### config.mk
export PLATFORM = sky130hd
export DESIGN_NAME = software_timer_bank_tick_top
export DESIGN_NICKNAME = d
export VERILOG_FILES = /design/src/hdl/stbt_pkg.sv /design/src/hdl/software_timer_bank_tick_top.sv /design/src/hdl/stbt_mod.sv
export SDC_FILE = /design/constraint.sdc
export NUM_CORES = 2
export LEC_CHECK = 0
export BUFFER_PORTS_ARGS = -buffer_cell sky130_fd_sc_hd__buf_4
export CORE_ASPECT_RATIO = 0.8
export CORE_MARGIN = 5
export CORE_UTILIZATION = 60
export CTS_CLUSTER_DIAMETER = 50
export CTS_CLUSTER_SIZE = 24
export DETAILED_ROUTE_END_ITERATION = 7
export HOLD_SLACK_MARGIN = 0.05
export PLACE_DENSITY = 0.85
export SLEW_MARGIN = 10
export SYNTH_ARGS = -nofsm -noshare
export SYNTH_HDL_FRONTEND = slang
export SYNTH_SLANG_ARGS = --single-unit
### constraint.sdc
create_clock -name i_clk -period 9.2 [get_ports i_clk]
set_input_delay 1.84 -clock i_clk [delete_from_list [all_inputs] [get_ports i_clk]]
set_output_delay 1.84 -clock i_clk [all_outputs]
set_load 0.03 [all_outputs]
### src/hdl/stbt_pkg.sv
`timescale 1ns / 1ps
`default_nettype none
// ----------------------------------------------------------------------------
// stbt_pkg: shared types and constants for the timer bank
// Word formats of the item and result channels, function and kind codes,
// configuration register indexes and reset values.
// ----------------------------------------------------------------------------
package stbt_pkg;

    localparam int TICK_W         = 32;
    localparam int PER_W          = 16;
    localparam int NUM_TIMERS_DEF = 16;
    localparam int CFG_IDX_W      = 2;

    localparam logic [PER_W-1:0] RELOAD_RST  = 16'hFFFF;
    localparam logic [PER_W-1:0] PREEMPT_RST = 16'h0000;

    // function codes of an item
    localparam logic [1:0] FUNC_TICK  = 2'd0;
    localparam logic [1:0] FUNC_START = 2'd1;
    localparam logic [1:0] FUNC_STOP  = 2'd2;

    // result kinds
    localparam logic [1:0] KIND_ACK  = 2'd0;
    localparam logic [1:0] KIND_EXP  = 2'd1;
    localparam logic [1:0] KIND_SUMM = 2'd2;

    // configuration register indexes
    localparam logic [CFG_IDX_W-1:0] CFG_RELOAD  = 2'd0;
    localparam logic [CFG_IDX_W-1:0] CFG_PREEMPT = 2'd1;

    typedef struct packed {
        logic [1:0]         func;
        logic [3:0]         timer_index;
        logic [30:0]        delay;
        logic signed [31:0] tag;
    } t_in_word;

    typedef struct packed {
        logic [1:0]         kind;
        logic [3:0]         expired_index;
        logic signed [31:0] expired_tag;
        logic [31:0]        tick_count;
        logic               chain_bios;
        logic               preempt;
        logic               last;
    } t_out_word;

endpackage
`default_nettype wire

### src/hdl/software_timer_bank_tick_top.sv
`timescale 1ns / 1ps
`default_nettype none
// ----------------------------------------------------------------------------
// software_timer_bank_tick_top: countdown timer bank
// Start, stop and tick items on a bank of tagged countdown timers; a tick
// walks the bank, reports expiries and closes with a summary word.
// ----------------------------------------------------------------------------
// channel  direction  handshake                  payload
// in       input      i_in_valid / o_in_ready    i_in_word  (t_in_word)
// out      output     o_out_valid / i_out_ready  o_out_word (t_out_word)
// cfg      input      i_cfg_valid / o_cfg_ready  i_cfg_index, i_cfg_data
//
// a tick walks the timer memory (one entry per cycle while the output does not
// stall) and meanwhile runs the remainder unit for the preempt test (two bits
// per cycle); the summary word waits for both.
// an output stall holds the walk on the entry whose expiry word waits.
// synchronous active-low reset; timer memory contents are not cleared,
// entries are read only behind their active flag.
// ----------------------------------------------------------------------------
module software_timer_bank_tick_top #(
    parameter int NUM_TIMERS = stbt_pkg::NUM_TIMERS_DEF
) (
    input  logic                           i_clk,
    input  logic                           i_rst_n,
    input  logic                           i_in_valid,
    output logic                           o_in_ready,
    input  stbt_pkg::t_in_word             i_in_word,
    output logic                           o_out_valid,
    input  logic                           i_out_ready,
    output stbt_pkg::t_out_word            o_out_word,
    input  logic                           i_cfg_valid,
    output logic                           o_cfg_ready,
    input  logic [stbt_pkg::CFG_IDX_W-1:0] i_cfg_index,
    input  logic [stbt_pkg::PER_W-1:0]     i_cfg_data
);
    import stbt_pkg::*;

    localparam int IDX_W = (NUM_TIMERS > 1) ? $clog2(NUM_TIMERS) : 1;
    localparam logic [IDX_W-1:0] LAST_IDX = IDX_W'(NUM_TIMERS - 1);

    typedef struct packed {
        logic [TICK_W-1:0] remaining;
        logic [TICK_W-1:0] tag;
    } t_entry;

    typedef enum logic [1:0] {ST_IDLE, ST_WALK, ST_SUMM} t_state;

    t_state            r_state;
    logic              r_out_valid;
    t_out_word         r_out_word;
    logic              r_active [NUM_TIMERS];
    logic [IDX_W-1:0]  r_idx;
    logic [TICK_W-1:0] r_tick;
    logic [PER_W-1:0]  r_phase;
    logic              r_chain;
    logic [PER_W-1:0]  r_reload;
    logic [PER_W-1:0]  r_preempt_per;

    t_entry            r_mem [NUM_TIMERS];
    t_entry            r_rdata;

    logic              slot_free;
    logic              in_fire;
    logic              in_hit;
    logic [IDX_W-1:0]  in_addr;
    logic              tick_go;
    logic              set_go;
    logic              clr_go;
    logic [TICK_W-1:0] n_tick;
    logic [PER_W:0]    n_phase;
    logic              cur_active;
    logic [TICK_W-1:0] rem_dec;
    logic              expired;
    logic              emit;
    logic              advance;
    logic              out_load;
    logic              wr_en;
    logic [IDX_W-1:0]  wr_addr;
    t_entry            wr_data;
    logic              rd_en;
    logic [IDX_W-1:0]  rd_addr;
    logic              div_done;
    logic [PER_W-1:0]  div_rem;
    logic              preempt_due;

    assign slot_free  = !r_out_valid || i_out_ready;
    assign o_in_ready = (r_state == ST_IDLE) && slot_free;
    assign in_fire    = i_in_valid && o_in_ready;
    assign in_hit     = int'(i_in_word.timer_index) < NUM_TIMERS;
    assign in_addr    = IDX_W'(i_in_word.timer_index);
    assign tick_go    = in_fire && (i_in_word.func == FUNC_TICK);
    assign set_go     = in_fire && (i_in_word.func == FUNC_START) && in_hit;
    assign clr_go     = in_fire && (i_in_word.func == FUNC_STOP) && in_hit;

    assign n_tick  = r_tick + 1'b1;
    assign n_phase = {1'b0, r_phase} + {1'b0, r_reload} + (PER_W + 1)'(1);

    // walk: read data of entry r_idx is in r_rdata
    assign cur_active = r_active[r_idx];
    assign rem_dec    = r_rdata.remaining - 1'b1;
    assign expired    = (rem_dec == '0) || rem_dec[TICK_W-1];
    assign emit       = (r_state == ST_WALK) && cur_active && expired;
    assign advance    = (r_state == ST_WALK) && (!emit || slot_free);

    // a new result word enters the output register this cycle
    assign out_load = set_go || clr_go || (emit && slot_free)
                      || ((r_state == ST_SUMM) && div_done && slot_free);

    always_comb begin
        wr_en             = 1'b0;
        wr_addr           = in_addr;
        wr_data.remaining = {1'b0, i_in_word.delay};
        wr_data.tag       = i_in_word.tag;
        if (set_go) begin
            wr_en = 1'b1;
        end else if (advance && cur_active) begin
            wr_en             = 1'b1;
            wr_addr           = r_idx;
            wr_data.remaining = rem_dec;
            wr_data.tag       = r_rdata.tag;
        end
    end

    // prefetch the next entry while the current one is written back
    assign rd_en   = tick_go || (advance && (r_idx != LAST_IDX));
    assign rd_addr = tick_go ? '0 : IDX_W'(r_idx + 1'b1);

    always_ff @(posedge i_clk) begin
        if (wr_en) begin
            r_mem[wr_addr] <= wr_data;
        end
        if (rd_en) begin
            r_rdata <= r_mem[rd_addr];
        end
    end

    stbt_mod u_mod (
        .i_clk      (i_clk),
        .i_rst_n    (i_rst_n),
        .i_start    (tick_go),
        .i_dividend (n_tick),
        .i_divisor  (r_preempt_per),
        .o_done     (div_done),
        .o_rem      (div_rem)
    );

    assign preempt_due = (r_preempt_per != '0) && (div_rem == '0);

    always_ff @(posedge i_clk) begin
        if (!i_rst_n) begin
            r_reload      <= RELOAD_RST;
            r_preempt_per <= PREEMPT_RST;
        end else if (i_cfg_valid) begin
            case (i_cfg_index)
                CFG_RELOAD:  r_reload      <= i_cfg_data;
                CFG_PREEMPT: r_preempt_per <= i_cfg_data;
                default:     ;
            endcase
        end
    end

    assign o_cfg_ready = 1'b1;

    always_ff @(posedge i_clk) begin
        if (!i_rst_n) begin
            r_state     <= ST_IDLE;
            r_out_valid <= 1'b0;
            r_active    <= '{default: 1'b0};
            r_idx       <= '0;
            r_tick      <= '0;
            r_phase     <= '0;
        end else begin
            if (out_load) begin
                r_out_valid <= 1'b1;
            end else if (o_out_valid && i_out_ready) begin
                r_out_valid <= 1'b0;
            end
            case (r_state)
                ST_IDLE: begin
                    if (tick_go) begin
                        r_tick  <= n_tick;
                        r_phase <= n_phase[PER_W-1:0];
                        r_chain <= n_phase[PER_W];
                        r_idx   <= '0;
                        r_state <= ST_WALK;
                    end else if (set_go || clr_go) begin
                        r_active[in_addr] <= set_go;
                        r_out_word        <= '{kind: KIND_ACK,
                                               expired_index: i_in_word.timer_index,
                                               expired_tag: '0,
                                               tick_count: r_tick,
                                               chain_bios: 1'b0,
                                               preempt: 1'b0,
                                               last: 1'b1};
                    end
                end
                ST_WALK: begin
                    if (advance) begin
                        if (emit) begin
                            r_active[r_idx] <= 1'b0;
                            r_out_word      <= '{kind: KIND_EXP,
                                                 expired_index: 4'(r_idx),
                                                 expired_tag: r_rdata.tag,
                                                 tick_count: r_tick,
                                                 chain_bios: 1'b0,
                                                 preempt: 1'b0,
                                                 last: 1'b0};
                        end
                        if (r_idx == LAST_IDX) begin
                            r_state <= ST_SUMM;
                        end else begin
                            r_idx <= r_idx + 1'b1;
                        end
                    end
                end
                ST_SUMM: begin
                    if (div_done && slot_free) begin
                        r_out_word  <= '{kind: KIND_SUMM,
                                         expired_index: '0,
                                         expired_tag: '0,
                                         tick_count: r_tick,
                                         chain_bios: r_chain,
                                         preempt: preempt_due,
                                         last: 1'b1};
                        r_state     <= ST_IDLE;
                    end
                end
                default: r_state <= ST_IDLE;
            endcase
        end
    end

    assign o_out_valid = r_out_valid;
    assign o_out_word  = r_out_word;

endmodule
`default_nettype wire

### src/hdl/stbt_mod.sv
`timescale 1ns / 1ps
`default_nettype none
// ----------------------------------------------------------------------------
// stbt_mod: serial remainder unit
// Computes dividend mod divisor for a 32-bit dividend and 16-bit divisor,
// two quotient bits per cycle, result valid once o_done is high.
// ----------------------------------------------------------------------------
module stbt_mod (
    input  logic                        i_clk,
    input  logic                        i_rst_n,
    input  logic                        i_start,
    input  logic [stbt_pkg::TICK_W-1:0] i_dividend,
    input  logic [stbt_pkg::PER_W-1:0]  i_divisor,
    output logic                        o_done,
    output logic [stbt_pkg::PER_W-1:0]  o_rem
);
    import stbt_pkg::*;

    localparam int STEPS = TICK_W / 2;
    localparam int CNT_W = $clog2(STEPS);

    logic             r_busy;
    logic             r_done;
    logic [CNT_W-1:0] r_cnt;
    logic [TICK_W-1:0] r_dvd;
    logic [PER_W-1:0] r_div;
    logic [PER_W-1:0] r_rem;
    logic [PER_W-1:0] n_rem;
    logic [PER_W:0]   t1;
    logic [PER_W:0]   t2;

    // two restoring steps; remainder stays below a nonzero divisor
    always_comb begin
        t1 = {r_rem, r_dvd[TICK_W-1]};
        if (t1 >= {1'b0, r_div}) begin
            t1 = t1 - {1'b0, r_div};
        end
        t2 = {t1[PER_W-1:0], r_dvd[TICK_W-2]};
        if (t2 >= {1'b0, r_div}) begin
            t2 = t2 - {1'b0, r_div};
        end
        n_rem = t2[PER_W-1:0];
    end

    always_ff @(posedge i_clk) begin
        if (!i_rst_n) begin
            r_busy <= 1'b0;
            r_done <= 1'b0;
        end else if (i_start) begin
            r_busy <= 1'b1;
            r_done <= 1'b0;
            r_cnt  <= '0;
            r_rem  <= '0;
            r_dvd  <= i_dividend;
            r_div  <= i_divisor;
        end else if (r_busy) begin
            r_rem <= n_rem;
            r_dvd <= r_dvd << 2;
            r_cnt <= r_cnt + 1'b1;
            if (r_cnt == CNT_W'(STEPS - 1)) begin
                r_busy <= 1'b0;
                r_done <= 1'b1;
            end
        end
    end

    assign o_done = r_done;
    assign o_rem  = r_rem;

endmodule
`default_nettype wire

## Word level (Yosys, flattened, before mapping)

Memories as Yosys holds them, arrays and structs flattened. A register that Yosys moved wholly into a read port is not among the register bits.
Cells that the tools add are included.

- Register bits after elaboration: 247
- Bits in writable memories: 1024
- Input bits: 92
- Output and inout bits: 76
- Word-level logic and storage cells: 170
- Memories: 1

- $add $sub $neg: 8
- $lt $le $gt $ge: 6
- Equal/unequal tests: 16
- Mux-type cells: 48
- Bitwise gates (word level): 5
- Reduce and logical (&&, ||, !) cells: 49

Memory list:

| name | depth | width | rd ports | clocked after Yosys merged registers in | wr ports | line | text |
|---|---|---|---|---|---|---|---|
| r_mem | 16 | 64 | 1 | 1 | 1 | software_timer_bank_tick_top.sv:59 | `t_entry r_mem [NUM_TIMERS];` |

Operators by type and width:

| operator | number |
|---|---|
| two-way mux 73 bit | 5 |
| one-hot mux 73 bit (3 select lines) | 1 |
| two-way mux 64 bit | 2 |
| two-way mux 16 bit | 7 |
| two-way mux 32 bit | 2 |
| >= comparator 17 x 16 -> 1 bit | 2 |
| adder 32 x 1 -> 32 bit (second input constant) | 1 |
| logical NOT 32 bit | 1 |
| one-hot mux 16 bit (2 select lines) | 1 |
| subtractor 16 bit | 2 |
| subtractor 32 x 1 -> 32 bit (second input constant) | 1 |
| two-way mux 4 bit | 7 |
| logical AND 1 bit | 18 |
| adder 16 x 16 -> 17 bit | 1 |
| adder 17 x 1 -> 17 bit (second input constant) | 1 |
| AND 16 bit | 1 |
| bitwise mux 16 bit | 1 |
| logical NOT 16 bit | 1 |
| inverter 16 bit | 1 |
| nonzero test 16 bit | 1 |
| two-way mux 1 bit | 13 |
| AND reduction 2 bit | 6 |
| >= comparator 5 bit (second input constant) | 2 |
| less-than comparator 5 x 1 -> 1 bit (second input constant) | 2 |
| 24 further kinds | 52 |

## Depth between registers and ports, before layout

- Depth in word-level cells: 14
- Depth in mapped cells: 21
- Depth with buffers taken out: 19

## Modules after synthesis

A second synthesis with hierarchy kept.

- Cell total of the unflattened synthesis: 4077
- Area total of the unflattened synthesis: 56854.5 µm²

By module, submodules not included:

| module | times used | cells each | area each (µm²) | seq. area each (µm²) |
|---|---|---|---|---|
| software_timer_bank_tick_top | 1 | 3655 | 52186.3 | 36955.4 |
| stbt_mod | 1 | 422 | 4668.2 | 2082.0 |

## Least setup slack after synthesis

OpenSTA, ideal clock, no wires.

- Kind: input to register
- From: input port i_out_ready
- To: register r_out_word, in the netlist o_out_word[0] (enable)
- Setup time: 0.545 ns
- Data arrival time: 7.713 ns
- Required time: 8.655 ns
- Setup slack: 0.942 ns
- Stages on the path: 10
- Path buffers: 5
- Path through: nand2b_1 > nand4b_1 > nand2b_1 > clkbuf_1 > clkbuf_1 > clkbuf_1 > clkbuf_1 > clkbuf_1 > nand3_1 > nor4_2

- Word-level cells in the longest chain between the ends: 7
- Elaborated cells between the ends (all ways): 15
- Classes of those cells: 4 x eq/ne; 11 x reduce/logical

Ends and longest elaborated chain:

| item | line | text |
|---|---|---|
| start, declared | software_timer_bank_tick_top.sv:29 | `input logic i_out_ready,` |
| logical OR 1 bit (*) | software_timer_bank_tick_top.sv:86 | `assign slot_free = !r_out_valid \|\| i_out_ready;` |
| logical AND 1 bit | software_timer_bank_tick_top.sv:87 | `assign o_in_ready = (r_state == ST_IDLE) && slot_free;` |
| logical AND 1 bit | software_timer_bank_tick_top.sv:88 | `assign in_fire = i_in_valid && o_in_ready;` |
| logical AND 1 bit, on equally long branches | software_timer_bank_tick_top.sv:92, software_timer_bank_tick_top.sv:93 |  |
| logical OR 1 bit | software_timer_bank_tick_top.sv:186 | `end else if (set_go \|\| clr_go) begin` |
| != test 2 x 1 -> 1 bit (no line) | n/a |  |
| AND reduction 7 bit (no line) (*) | n/a |  |
| end signal, assigned | software_timer_bank_tick_top.sv:188 | `r_out_word <= '{kind: KIND_ACK,` |
| end signal, assigned | software_timer_bank_tick_top.sv:201 | `r_out_word <= '{kind: KIND_EXP,` |
| end signal, assigned | software_timer_bank_tick_top.sv:218 | `r_out_word <= '{kind: KIND_SUMM,` |
| end, declared | software_timer_bank_tick_top.sv:50 | `t_out_word r_out_word;` |

Every way passes the cells marked *; elsewhere a longest branch is shown, timed or not.
A chain may end at the register's enable or synchronous reset.

## Worst setup path after layout

- From: register r_rdata[43] (netlist name)
- To: memory r_mem[9][32] (netlist name) (enable)

- Word-level cells in the longest chain between the ends: 12
- Elaborated cells between the ends (all ways): 14
- Classes of those cells: 1 x add/sub; 6 x mux; 7 x reduce/logical

Ends and longest elaborated chain:

| item | line | text |
|---|---|---|
| subtractor 32 x 1 -> 32 bit (*) | software_timer_bank_tick_top.sv:100 | `assign rem_dec = r_rdata.remaining - 1'b1;` |
| logical NOT 32 bit | software_timer_bank_tick_top.sv:101 | `assign expired = (rem_dec == '0) \|\| rem_dec[TICK_W-1];` |
| logical OR 1 bit (*) | software_timer_bank_tick_top.sv:101 |  |
| logical AND 1 bit (*) | software_timer_bank_tick_top.sv:102 | `assign emit = (r_state == ST_WALK) && cur_active && expired;` |
| logical NOT 1 bit (*) | software_timer_bank_tick_top.sv:103 | `assign advance = (r_state == ST_WALK) && (!emit \|\| slot_free);` |
| logical OR 1 bit (*) | software_timer_bank_tick_top.sv:103 |  |
| logical AND 1 bit (*) | software_timer_bank_tick_top.sv:103 |  |
| logical AND 1 bit (*) | software_timer_bank_tick_top.sv:116 | `end else if (advance && cur_active) begin` |
| two-way mux 1 bit | software_timer_bank_tick_top.sv:116 |  |
| two-way mux 1 bit | software_timer_bank_tick_top.sv:114 | `if (set_go) begin` |
| two-way mux 1 bit | software_timer_bank_tick_top.sv:129 | `if (wr_en) begin` |
| two-way mux 1 bit (not written as such) | software_timer_bank_tick_top.sv:130 | `r_mem[wr_addr] <= wr_data;` |
| end, declared | software_timer_bank_tick_top.sv:59 |  |

Marks and branches as above.

==> run_results.csv <==
group,metric,value,unit
run_status,status,"finished with violations",
run_status,violations,"design-rule violations",
synthesis,synth_top_cell_by_area,"edfxtp_1",
synthesis,synth.top_cell.area_share,0.655,
synthesis,synthAdderAreaFrac,0.0144,
sta,rsz0062_at_grt,"false",
pwr,leakagePower,0.0205,uW
clock_network,cts_setup_buffers,0,
layout,nNetsFinal,4329,
placement,io_buffers,166,
clock_network,cts.hold.buffers_added,0,
sta,period_share,0.669,
layout,area_growth,10.6,%
placement,gp_congestion,0.970,
synthesis,ys_top_cells_by_area,"edfxtp_1 65%, dfxtp_1 3.7%, nand2_1 3.2%, o21ai_0 3.0%, mux4_2 2.8%",
floorplanning,die_w,353,um
synthesis,synth_compound_area_frac,0.114,
synthesis,synth_edf_count,1230,
synthesis,synthXorXnorAreaFrac,0.0166,
run,cap_violations,0,
synthesis,synth-simple-area-share,0.102,
clock_network,cts_max_path_buffers,3,
drt,drt_iter0_drc,5822,
clock_network,root_buffer,"clkbuf_16",
layout,layout-drive-gt1-share,0.136,
worst_setup_path,critPathMaxFanout,65,
floorplanning,io_pins,168,
sta,finalMaxSlewViolations,0,
clock_network,clock_latency,0.70,ns
sta,fmax,162,MHz
placement,place_area,58900,um^2
synthesis,synth.most_common_cell,"edfxtp_1",
worst_setup_path,cp_slowest_cell,"a21oi_4",
synthesis,synth_flop_cell,"edfxtp_1",
clock_network,cts_made_buffers,99,
drt,ant_nets,0,
clock_network,clock_sinks,1335,
layout,fin_area,62400,um^2
clock_network,clk_pin_slew,0.08,ns
synthesis,synthMuxAreaShare,0.0375,
worst_setup_path,crit_chain,"nor4_2 -> nand4_2 -> nor4_1 -> xnor2_1 -> o21ai_1 -> a21oi_4 -> buf_4 -> nand3_1 -> a21oi_4 -> buf_4",
synthesis,syn_inst,4140,
floorplanning,dieHeight,284,um
synthesis,ys_ff_latch,1335,
sta,skew,0.0375,ns
placement,hpwl,76500,um
worst_setup_path,arrival,6.45,ns
drt,avgViaCountPerCell,6.84,
grt,grt_max_degree,242,
synthesis,synth.net_count,4295,
worst_setup_path,worstPathRequired,9.49,ns
worst_hold_path,hp-class,"flop to flop",
drt,vias,37500,
synthesis,yosysUniqueCellTypes,84,
worst_setup_path,endpoint_kind,"flop",
worst_setup_path,cp_slowest_stage_delay,0.90,ns
synthesis,synth_seq_area_share,0.692,
synthesis,synthArstFlopShare,0,
pwr,ir_drop,0.172,mV
synthesis,syn-cell-area,56400,um^2
sta,worstMarginPinSlew,1.31,ns
clock_network,cts_resized,0,
grt,globalRoute.totalOverflow,0,
sta,final.setup.tns,0,ns
synthesis,yosys_warnings,0,
sta,period_minus_slack,6.16,ns
sta,max-slew-margin-rel,0.120,
synthesis,synth_top_family_by_area,"compound AO/OA/AOI/OAI gates",
grt,grt_pass1_wl,215000,um
grt,grt_usage,0.274,
clock_network,cts_tree,"done",
sta,finalSetupViolCount,0,
worst_setup_path,critical_path.startpoint_type,"flop",
synthesis,avgSynthCellArea,13.6,um^2
drt,routedWlPerCell,26.0,um
sta,hold_violations,0,
sta,fin_hold_ws,0.463,ns
drt,finalWirelength,142000,um
floorplanning,coreArea,93200,um^2
synthesis,synthTopCellsByCount,"1230 x edfxtp_1, 477 x nand2_1, 336 x o21ai_0",
drt,firstDrtPassIters,8,
drt,drc,11,
floorplanning,row_count,100,
grt,antenna_found_initial,5,
pwr,p_per_area,228,nW/um^2
grt,grt_pass1_vias,36200,
clock_network,cts.htree.levels,3,
worst_setup_path,crit_type,"flop to flop",
floorplanning,start_util,0.605,
floorplanning,dieArea,100000,um^2
cells by family after synthesis:
| kind of cell | count (synthesis) |
|---|---|
| fa+ha+maj | 63 |
| xor+xnor | 107 |
| buf+inv | 343 |
| compound gates | 995 |
| mux | 119 |
| flops | 1335 |
| simple gates | 1177 |
| other cells | 1 |
registers in the layout (all words and copies together) (netlist names):
register       flops
r_mem           1024
o_out_word        73
r_rdata           64
r_tick            32
u_mod.r_dvd       32
r_active          16
r_phase           16
r_preempt_per     16
r_reload          16
u_mod.o_rem       16
u_mod.r_div       16
r_idx              4
u_mod.r_cnt        4
r_state            2
o_out_valid        1
r_chain            1
u_mod.o_done       1
u_mod.r_busy       1
routing by layer:
layer | part of all wire | wire, um | up-vias | global-route usage
met2 | 0.47 | 66900 | 2755 | 0.433
met5 | 0.00025 | 36 | - | 0
met4 | 0.039 | 5490 | 6 | 0.104
li1 | - | - | 16100 | -
met3 | 0.12 | 16600 | 421 | 0.0487
met1 | 0.37 | 53200 | 18200 | 0.389
cell usage in the layout (no fill, tap or decap), drive strengths merged, types with 6 or more instances in the layout:
cell and count:
a211oi 140, a21o 14, a21oi 119, a22oi 15, a31o 6, a31oi 140
and2 12, and3 171, buf 224, clkbuf 106, clkinv 29, dfxtp 105
edfxtp 1230, ha 60, inv 98, mux2 47, mux4 69, nand2 478
nand2b 11, nand3 78, nand3b 7, nand4 19, nor2 151, nor2b 9
nor3 34, nor4 25, o211ai 15, o21a 11, o21ai 337, o221a 17
o221ai 122, o22ai 15, o31ai 9, or2 8, or3 150, or4 6
xnor2 65, xor2 42
power by group:
group	switching, uW	total [uW]	internal (uW)
Clock	2360	4570	2210
Combinational	1710	2510	808
Sequential	168	7120	6950
path summary, 6_finish.rpt:
kind	from	endpoint	slack, ns	cells after the start
setup reg to reg	r_rdata[43]	r_mem[9][32]	3.04	10
hold reg to reg	r_phase[10]	r_phase[10]	0.46	2
setup / recovery	r_rdata[43]	r_mem[9][32]	3.04	10
hold / removal	r_phase[10]	r_phase[10]	0.46	2
final cells by class:
| type | count | area, um^2 |
|---|---|---|
| multi-input combinational | 2462 | 16400 |
| clock buffer | 106 | 2600 |
| timing repair buffer | 224 | 1740 |
| tap | 1224 | 1530 |
| clock inverter | 78 | 883 |
| antenna | 1 | 2.50 |
| fill | 5913 | 30800 |
| inverter | 52 | 203 |
| sequential | 1335 | 39000 |
critical path: cells and delay by family, from the launching register on:
| kind | cells | cell delay, ns |
|---|---|---|
| and+or+nand+nor | 4 | 2.09 |
| buffers and inverters | 2 | 1.48 |
| AOI/OAI and AO/OA | 3 | 1.32 |
| DFF | 1 | 0.49 |
| xor gates and xnor gates | 1 | 0.31 |
stage by stage:
stage	std cells	setup WS, ns	total power, uW	util
2_1_floorplan	4140	0.942	8890	-
3_3_place_gp	5295	2.62	9600	0.631
3_5_place_dp	5295	2.53	9670	0.631
4_1_cts	5479	3.14	14200	0.669
5_1_grt	5482	2.89	14700	0.669
6_report	5482	3.04	14200	0.669
(Power assumes the default switching activity.)
